**src/rtl/subs_pkg.sv**
```systemverilog
// Shared types and constants for the streaming substring search block.
// Used by subs_needle, subs_tracker and the substring_search top level.
// No other dependencies.
`timescale 1ns / 1ps
`default_nettype none

package subs_pkg;

  // Command codes carried in tuser on the input channel.
  typedef enum logic [1:0] {
    CMD_CLEAR  = 2'd0,
    CMD_APPEND = 2'd1,
    CMD_HAY    = 2'd2,
    CMD_END    = 2'd3
  } cmd_e;

  localparam int CmdW  = 2;
  localparam int ByteW = 8;
  localparam int PosW  = 16;

  // found (1) + match_position (16) + overflow (1), padded to whole bytes.
  localparam int ResW      = 1 + PosW + 1;
  localparam int OutDataW  = ((ResW + 7) / 8) * 8;

  localparam int              NEEDLE_MAX_DEF = 16;
  localparam longint unsigned HAY_MAX_DEF    = 64'd65536;

  // Operation handed to the haystack tracker for one processed item.
  typedef struct packed {
    logic             clear;
    logic             push;
    logic [ByteW-1:0] data;
  } hay_op_t;

  // Search status that the tracker holds for the current haystack.
  typedef struct packed {
    logic            match_seen;
    logic [PosW-1:0] first_position;
    logic            overflow_seen;
  } hay_stat_t;

endpackage

`default_nettype wire

```
**src/rtl/subs_needle.sv**
```systemverilog
// Needle store: a shift register that keeps the needle in reverse order,
// plus its length. Depends on subs_pkg.
`timescale 1ns / 1ps
`default_nettype none

module subs_needle #(
  parameter int NEEDLE_MAX = subs_pkg::NEEDLE_MAX_DEF,
  localparam int LenW = $clog2(NEEDLE_MAX + 1)
) (
  input  wire logic                                       clk_i,
  input  wire logic                                       rst_ni,
  input  wire logic                                       clear_i,
  input  wire logic                                       append_i,
  input  wire logic [subs_pkg::ByteW-1:0]                 byte_i,
  output logic      [NEEDLE_MAX-1:0][subs_pkg::ByteW-1:0] rev_bytes_o,
  output logic      [LenW-1:0]                            length_o
);

  // rev_q[k] holds the needle byte k places before the last one appended,
  // so it lines up directly with the haystack window.
  logic [NEEDLE_MAX-1:0][subs_pkg::ByteW-1:0] rev_q, rev_d;
  logic [LenW-1:0]                            len_q, len_d;
  logic                                       take;

  always_comb begin
    take  = append_i && (len_q != LenW'(NEEDLE_MAX));
    rev_d = rev_q;
    len_d = len_q;
    if (clear_i) begin
      len_d = '0;
    end else if (take) begin
      rev_d[0] = byte_i;
      for (int k = 1; k < NEEDLE_MAX; k++) begin
        rev_d[k] = rev_q[k-1];
      end
      len_d = len_q + LenW'(1);
    end
  end

  always_ff @(posedge clk_i or negedge rst_ni) begin
    if (!rst_ni) begin
      len_q <= '0;
    end else begin
      len_q <= len_d;
    end
  end

  always_ff @(posedge clk_i) begin
    rev_q <= rev_d;
  end

  assign rev_bytes_o = rev_q;
  assign length_o    = len_q;

endmodule

`default_nettype wire

```
**src/rtl/subs_tracker.sv**
```systemverilog
// Haystack tracker: byte window, count, window compare and first-match
// bookkeeping. Depends on subs_pkg.
`timescale 1ns / 1ps
`default_nettype none

module subs_tracker #(
  parameter int              NEEDLE_MAX = subs_pkg::NEEDLE_MAX_DEF,
  parameter longint unsigned HAY_MAX    = subs_pkg::HAY_MAX_DEF,
  localparam int LenW = $clog2(NEEDLE_MAX + 1)
) (
  input  wire logic                                       clk_i,
  input  wire logic                                       rst_ni,
  input  wire subs_pkg::hay_op_t                          op_i,
  input  wire logic [NEEDLE_MAX-1:0][subs_pkg::ByteW-1:0] rev_bytes_i,
  input  wire logic [LenW-1:0]                            length_i,
  output subs_pkg::hay_stat_t                             stat_o
);

  localparam int CountW = $clog2(HAY_MAX + 64'd1);
  localparam int CmpW   = (CountW > LenW) ? CountW : LenW;
  localparam int StartW = (CountW > subs_pkg::PosW) ? CountW : subs_pkg::PosW + 1;

  logic [NEEDLE_MAX-1:0][subs_pkg::ByteW-1:0] win_q, win_d, win_next;
  logic [CountW-1:0]                          count_q, count_d, count_next;
  subs_pkg::hay_stat_t                        stat_q, stat_d;
  logic [NEEDLE_MAX-1:0]                      hit;
  logic                                       full;
  logic                                       long_enough;
  logic [StartW-1:0]                          start;

  always_comb begin
    win_next[0] = op_i.data;
    for (int k = 1; k < NEEDLE_MAX; k++) begin
      win_next[k] = win_q[k-1];
    end
    // A lane past the needle length always agrees.
    for (int k = 0; k < NEEDLE_MAX; k++) begin
      hit[k] = (LenW'(k) >= length_i) || (win_next[k] == rev_bytes_i[k]);
    end
    full        = (count_q == CountW'(HAY_MAX));
    count_next  = count_q + CountW'(1);
    long_enough = CmpW'(count_next) >= CmpW'(length_i);
    start       = StartW'(count_next) - StartW'(length_i);

    win_d   = win_q;
    count_d = count_q;
    stat_d  = stat_q;
    if (op_i.clear) begin
      count_d = '0;
      stat_d  = '0;
    end else if (op_i.push) begin
      if (full) begin
        stat_d.overflow_seen = 1'b1;
      end else begin
        win_d   = win_next;
        count_d = count_next;
        if (!stat_q.match_seen && (length_i != '0) && long_enough && (&hit)) begin
          if (|start[StartW-1:subs_pkg::PosW]) begin
            stat_d.overflow_seen = 1'b1;
          end else begin
            stat_d.match_seen     = 1'b1;
            stat_d.first_position = start[subs_pkg::PosW-1:0];
          end
        end
      end
    end
  end

  always_ff @(posedge clk_i or negedge rst_ni) begin
    if (!rst_ni) begin
      count_q <= '0;
      stat_q  <= '0;
    end else begin
      count_q <= count_d;
      stat_q  <= stat_d;
    end
  end

  // Only bytes taken since the last clear are ever compared, so the
  // window needs no reset.
  always_ff @(posedge clk_i) begin
    win_q <= win_d;
  end

  assign stat_o = stat_q;

  a_count_bound : assert property (@(posedge clk_i) disable iff (!rst_ni)
    CountW'(HAY_MAX) >= count_q)
    else $error("haystack count ran past its limit");

  a_match_has_bytes : assert property (@(posedge clk_i) disable iff (!rst_ni)
    stat_q.match_seen |-> (CmpW'(count_q) >= CmpW'(length_i)))
    else $error("match recorded with fewer bytes than the needle");

  a_pos_zero_no_match : assert property (@(posedge clk_i) disable iff (!rst_ni)
    !stat_q.match_seen |-> (stat_q.first_position == '0))
    else $error("first position set without a match");

endmodule

`default_nettype wire

```
**src/rtl/substring_search.sv**
```systemverilog
// Top level of the streaming substring search block: input register,
// command decode, result register. Depends on subs_pkg, subs_needle and
// subs_tracker.
//
// Usage: every transfer on the slave side carries a command in tuser and a
// byte in tdata. Clear and append commands build the needle (up to
// NEEDLE_MAX bytes, extra appends are dropped) and abort any haystack in
// progress. Haystack commands stream bytes; each one is shifted into a
// window that is compared in parallel with the whole needle. The end
// command produces exactly one transfer on the master side holding found,
// the earliest match position and an overflow flag, then clears the
// haystack state while the needle is kept. An empty needle reports a match
// at position zero. Bytes past HAY_MAX are dropped and matches that start
// beyond position 65535 are not reported; both raise the overflow flag.
//
// Flow: one command is taken every cycle unless an end command must wait
// for the result register. A command is held in the input register and
// then applied by the window compare; an end command there loads the
// result register, which presents the result on the master side and
// holds it until tready. While it waits, needle and haystack commands
// still flow, and only a second end command stalls the slave side. Reset
// empties the needle, the haystack state and both registers.
`timescale 1ns / 1ps
`default_nettype none

module substring_search #(
  parameter int              NEEDLE_MAX = subs_pkg::NEEDLE_MAX_DEF,
  parameter longint unsigned HAY_MAX    = subs_pkg::HAY_MAX_DEF
) (
  input  wire logic                             clk_i,
  input  wire logic                             rst_ni,
  // Slave side.
  input  wire logic                             s_axis_tvalid,
  output logic                                  s_axis_tready,
  input  wire logic [subs_pkg::ByteW-1:0]       s_axis_tdata,  // [7:0] data_byte
  input  wire logic [subs_pkg::CmdW-1:0]        s_axis_tuser,  // [1:0] command
  // Master side.
  output logic                                  m_axis_tvalid,
  input  wire logic                             m_axis_tready,
  // [0] found, [16:1] match_position, [17] overflow, [23:18] zero
  output logic      [subs_pkg::OutDataW-1:0]    m_axis_tdata
);

  localparam int LenW = $clog2(NEEDLE_MAX + 1);

  // Input register.
  logic                       in_valid_q, in_valid_d;
  subs_pkg::cmd_e             in_cmd_q;
  logic [subs_pkg::ByteW-1:0] in_data_q;

  // Result register.
  logic                       out_valid_q, out_valid_d;
  logic                       found_q, found_d;
  logic [subs_pkg::PosW-1:0]  pos_q, pos_d;
  logic                       ovf_q, ovf_d;

  logic                       advance;
  logic                       end_take;
  logic                       needle_clear;
  logic                       needle_append;
  subs_pkg::hay_op_t          hay_op;
  subs_pkg::hay_stat_t        hay_stat;
  logic [NEEDLE_MAX-1:0][subs_pkg::ByteW-1:0] rev_bytes;
  logic [LenW-1:0]            needle_len;

  // An end command can only retire when the result register is free or
  // being emptied in this same cycle; every other command always retires.
  always_comb begin
    advance = in_valid_q &&
              ((in_cmd_q != subs_pkg::CMD_END) || !out_valid_q || m_axis_tready);
  end

  assign s_axis_tready = !in_valid_q || advance;

  always_comb begin
    needle_clear  = 1'b0;
    needle_append = 1'b0;
    end_take      = 1'b0;
    hay_op.clear  = 1'b0;
    hay_op.push   = 1'b0;
    hay_op.data   = in_data_q;
    case (in_cmd_q)
      subs_pkg::CMD_CLEAR: begin
        needle_clear = advance;
        hay_op.clear = advance;
      end
      subs_pkg::CMD_APPEND: begin
        needle_append = advance;
        hay_op.clear  = advance;
      end
      subs_pkg::CMD_HAY: begin
        hay_op.push = advance;
      end
      subs_pkg::CMD_END: begin
        end_take     = advance;
        hay_op.clear = advance;
      end
      default: begin
        hay_op.clear = 1'b0;
      end
    endcase
  end

  subs_needle #(
    .NEEDLE_MAX (NEEDLE_MAX)
  ) u_needle (
    .clk_i       (clk_i),
    .rst_ni      (rst_ni),
    .clear_i     (needle_clear),
    .append_i    (needle_append),
    .byte_i      (in_data_q),
    .rev_bytes_o (rev_bytes),
    .length_o    (needle_len)
  );

  subs_tracker #(
    .NEEDLE_MAX (NEEDLE_MAX),
    .HAY_MAX    (HAY_MAX)
  ) u_tracker (
    .clk_i       (clk_i),
    .rst_ni      (rst_ni),
    .op_i        (hay_op),
    .rev_bytes_i (rev_bytes),
    .length_i    (needle_len),
    .stat_o      (hay_stat)
  );

  // Result formation: an empty needle matches at position zero.
  always_comb begin
    in_valid_d  = s_axis_tready ? s_axis_tvalid : in_valid_q;
    out_valid_d = end_take ? 1'b1 : (m_axis_tready ? 1'b0 : out_valid_q);
    found_d     = found_q;
    pos_d       = pos_q;
    ovf_d       = ovf_q;
    if (end_take) begin
      ovf_d = hay_stat.overflow_seen;
      if (needle_len == '0) begin
        found_d = 1'b1;
        pos_d   = '0;
      end else if (hay_stat.match_seen) begin
        found_d = 1'b1;
        pos_d   = hay_stat.first_position;
      end else begin
        found_d = 1'b0;
        pos_d   = '0;
      end
    end
  end

  always_ff @(posedge clk_i or negedge rst_ni) begin
    if (!rst_ni) begin
      in_valid_q  <= 1'b0;
      out_valid_q <= 1'b0;
    end else begin
      in_valid_q  <= in_valid_d;
      out_valid_q <= out_valid_d;
    end
  end

  always_ff @(posedge clk_i) begin
    if (s_axis_tready) begin
      in_cmd_q  <= subs_pkg::cmd_e'(s_axis_tuser);
      in_data_q <= s_axis_tdata;
    end
    found_q <= found_d;
    pos_q   <= pos_d;
    ovf_q   <= ovf_d;
  end

  assign m_axis_tvalid = out_valid_q;
  assign m_axis_tdata  = {(subs_pkg::OutDataW - subs_pkg::ResW)'(0), ovf_q, pos_q, found_q};

  a_end_needs_room : assert property (@(posedge clk_i) disable iff (!rst_ni)
    end_take |-> (!out_valid_q || m_axis_tready))
    else $error("end command retired over an untaken result");

  a_result_from_end : assert property (@(posedge clk_i) disable iff (!rst_ni)
    (out_valid_q && !$past(out_valid_q)) |-> $past(end_take))
    else $error("result appeared without an end command");

  a_not_found_pos_zero : assert property (@(posedge clk_i) disable iff (!rst_ni)
    (out_valid_q && !found_q) |-> (pos_q == '0))
    else $error("position reported without a match");

endmodule

`default_nettype wire

```
**config.mk**
```make
export PLATFORM = sky130hd
export DESIGN_NAME = substring_search
export DESIGN_NICKNAME = d
export VERILOG_FILES = /design/src/rtl/subs_pkg.sv /design/src/rtl/subs_needle.sv /design/src/rtl/subs_tracker.sv /design/src/rtl/substring_search.sv
export SDC_FILE = /design/constraint.sdc
export NUM_CORES = 1
export LEC_CHECK = 0
export BUFFER_PORTS_ARGS = -buffer_cell sky130_fd_sc_hd__buf_4
export CELL_PAD_IN_SITES_DETAIL_PLACEMENT = 1
export CELL_PAD_IN_SITES_GLOBAL_PLACEMENT = 1
export CORE_MARGIN = 2
export CORE_UTILIZATION = 57
export DETAILED_ROUTE_END_ITERATION = 10
export MAX_ROUTING_LAYER = met4
export PLACE_DENSITY = 0.89
export REMOVE_ABC_BUFFERS = 1
export SYNTH_ARGS = -nofsm -noshare
export SYNTH_HDL_FRONTEND = slang
export SYNTH_SLANG_ARGS = --single-unit
```
**constraint.sdc**
```tcl
create_clock -name clk_i -period 13.9 [get_ports clk_i]
set_clock_uncertainty 0.05 [all_clocks]
set_input_delay 0 -clock clk_i [delete_from_list [all_inputs] [get_ports clk_i]]
set_output_delay 0 -clock clk_i [all_outputs]
set_load 0.03 [all_outputs]
```
==> metrics <==
hold-critical path depth=2; via count=7,439; Cell Rows=55; synth top area cells=edfxtp_1 (64%), dfrtp_1 (8.1%), xor2_1 (7.6%); CP startpoint kind=register; RSZ-0062 raised after global routing=false; Ys Warns=0; Area Growth Syn to Fin=12.9%; largest net degree at the start of global routing=74; M2 GR Usage=47.3%; M3 GR Usage=3.62%; IO Count=40; Final Instance Area=0.0147 sq mm; initial antenna violation count=0; routed len/inst=24.4 um; Critical Path RT=14.26 ns; vias in the first global route=7,993; FF/Latch Area=0.00934 sq mm; Vias/cell=6.08; Async SR Flop Fraction=13.2%; final hold viol count=0; sequential power share=49.2%; core box area=0.0225 sq mm; Port Buffers=33; Pre-antenna DRT Iters=5; Setup TNS Final=0 ns; DR iter-0 viols=706; Num CTS Buffers=34; Routed Antenna Nets=0; DIE WIDTH=155 um; r2r endpoint=u_tracker.stat_o[5]$_DFFE_PN0P_; cells after synthesis=854; clk sinks=318; post-layout min period=4.18 ns; # setup viols final=0; peak supply drop=90.9 uV; Sw Ratio=26.7%; first-pass GRT wire length=46.3 mm; Yosys top cell by area=edfxtp_1; met1 Track Usage GR=31.0%; synthesized area=0.0130 sq mm; fillers=2,013; Worst slew margin=27.0%; gr busiest metal=met2; Seq/Total Area, Yosys=71.9%; Clk network pwr share=36.3%; HP Start=s_axis_tdata[7]; Lkg Pwr=5.15 nW; worst r2r src=u_tracker.count_q[0]$_DFFE_PN0P_; Pwr Total=2.30 mW; synthesized area per cell=15.2 sq um; CP endpoint kind=register; Total GRT Usage=26.4%; Detailed Place HPWL=19.6 mm; CP max FO=14; post-synth top area share=63.8%; Layout Nets=938; status=finished clean; proportion of layout cells with a drive suffix above 1=10.3%; Arrival @ worst endpoint=4.54 ns; Cell variety after synth=60; WL final=29.9 mm; CTS tree=built; FF+latch count, synth=318; area of the multi-input gates=0.00344 sq mm; full die area=0.0240 sq mm; prevailing post-synth register cell=edfxtp_1; fmax=0.239 GHz; GP Congestion=0.892; CTS clk-pin slew, worst paths=0.06 ns; Ant. Diodes=0; logic gate share of total power=14.5%; fin crit share=30.1%; initial core utilization=57.7%; R2R setup slack=9.72 ns; Int Pwr=1.69 mW; Critical path origin=u_tracker.count_q[0]$_DFFE_PN0P_; switching power=0.613 mW; DIE HEIGHT=155 um; Slew @ Worst Pin=1.09 ns; hold crit path type=in -> reg; MaxCap Viol Count=0; Pins Over Slew Limit=0; Max clock buf depth=3; Overflow after GRT=0; crit path to=u_tracker.stat_o[5]$_DFFE_PN0P_; Clk Latency, worst-skew pair=0.51 ns; Placed Area=0.0135 sq mm; Power Density=157 mW/mm^2; DRC violations left=0; Clock Tree Root=clkbuf_16; CP Class=reg -> reg; Worst R2R Path Depth=9; H-Tree Depth=2; Post-synth EDFFs=276
[cells in the mapped netlist (all sizes together), types with 2 or more instances]
cell type,count
dfrtp,42
nor2,40
buf,21
edfxtp,276
and2,18
o31ai,7
or4,2
a41oi,3
nor3,10
mux2i,5
or3,7
nor3b,2
nor4,36
xnor2,51
nand2,27
xor2,112
inv,12
nand3,23
clkbuf,16
nand2b,3
nand4,18
o21a,5
o21ai,33
o211ai,5
a21oi,29
a22oi,2
o41ai,3
a21o,2
ha,10
or2,5
and3,5
nor2b,4
[power by group through the flow]
| stage | clock network [mW] | registers [mW] | logic [mW] |
|---|---|---|---|
| detailed placement | 0 | 1.15 | 0.313 |
| global route | 0.877 | 1.14 | 0.361 |
| finish | 0.834 | 1.13 | 0.334 |
| global placement | 0 | 1.14 | 0.293 |
| floorplan | 0 | 1.14 | 0.203 |
| CTS | 0.853 | 1.13 | 0.326 |
[routing by layer]
metal | wire length [um] | share of wire (%) | vias to the layer above
met3 | 1820 | 6.1 | 69
li1 | - | - | 3272
met4 | 932 | 3.1 | 0
met2 | 16200 | 54 | 335
met5 | 0 | 0 | -
met1 | 10900 | 37 | 3763
[placed cells by master (no fill, tap or decap), types with 18 or more instances in the layout]
cell / count
edfxtp_1: 276
xnor2_1: 51
buf_4: 40
and2_1: 18
dfrtp_1: 42
a21oi_1: 29
nor4_1: 34
nand3_1: 22
nor2_1: 39
o21ai_0: 33
xor2_1: 112
nand2_1: 27
clkbuf_16: 35
nand4_1: 18
[stage by stage]
step	util, %	std cells	setup slack [ns]	hold WS [ns]
after global routing	65.2	1223	9.48	0.159
after detailed placement	59.9	1147	9.81	-0.0146
after floorplan	-	822	4.80	-0.346
after CTS	65.2	1223	9.83	0.142
after global placement	59.9	1147	10.11	-0.0196
final	65.2	1223	9.72	0.174
[final cells by class]
cell class / count / area share (%)
Clock buffer: 50 / 6.43
Clock inverter: 11 / 0.521
Inverter: 12 / 0.324
Multi-Input combinational cell: 492 / 23.5
Sequential cell: 318 / 63.7
Tap cell: 285 / 2.43
Timing Repair Buffer: 55 / 3.14
[worst max-delay path, cell delays in order, from the launching register on]
cell and delay, ns:
dfrtp_1 0.50, ha_1 0.33, nand4_1 0.49, nor4_2 0.60
o311ai_1 0.21, or3_1 0.44, or3_4 0.45, o211ai_2 0.56
nand3_1 0.19, a21oi_1 0.26
[cell families (layout without fill, tap and decap cells)]
kind of cell	after synthesis	count (layout)	share of synthesized area, %
compound gates	103	103	4.98
mux	5	5	0.385
buf+inv	49	128	1.93
simple gates	204	204	8.67
fa+ha+maj	11	11	1.12
xor+xnor	163	163	11.0
flops	318	318	71.9
other cells	1	6	0.0289
[worst min path at each step]
stage	endpoint
finish	in_data_q[7]$_DFFE_PP_
CTS	in_data_q[0]$_DFFE_PP_
detailed placement	u_tracker.stat_o[16]$_DFFE_PN0P_
floorplan	in_valid_q$_DFFE_PN0P_
global placement	u_tracker.stat_o[16]$_DFFE_PN0P_
global route	in_data_q[7]$_DFFE_PP_
[what timing repair did]
item	in CTS	in global routing
resized for setup	0	0
hold buffers	15	0
buffers inserted	0	0
endpoints found under the hold margin	55	0
[sequential cells by signal (all words and copies together) (netlist names), 2 cells and up]
register,flops
u_tracker.stat_o,18
in_data_q,8
u_needle.length_o,5
u_tracker.win_next,120
u_tracker.count_q,17
pos_q,16
in_cmd_q,2
u_needle.rev_bytes_o,128
Note: power is estimated with default switching activity, not from simulation.
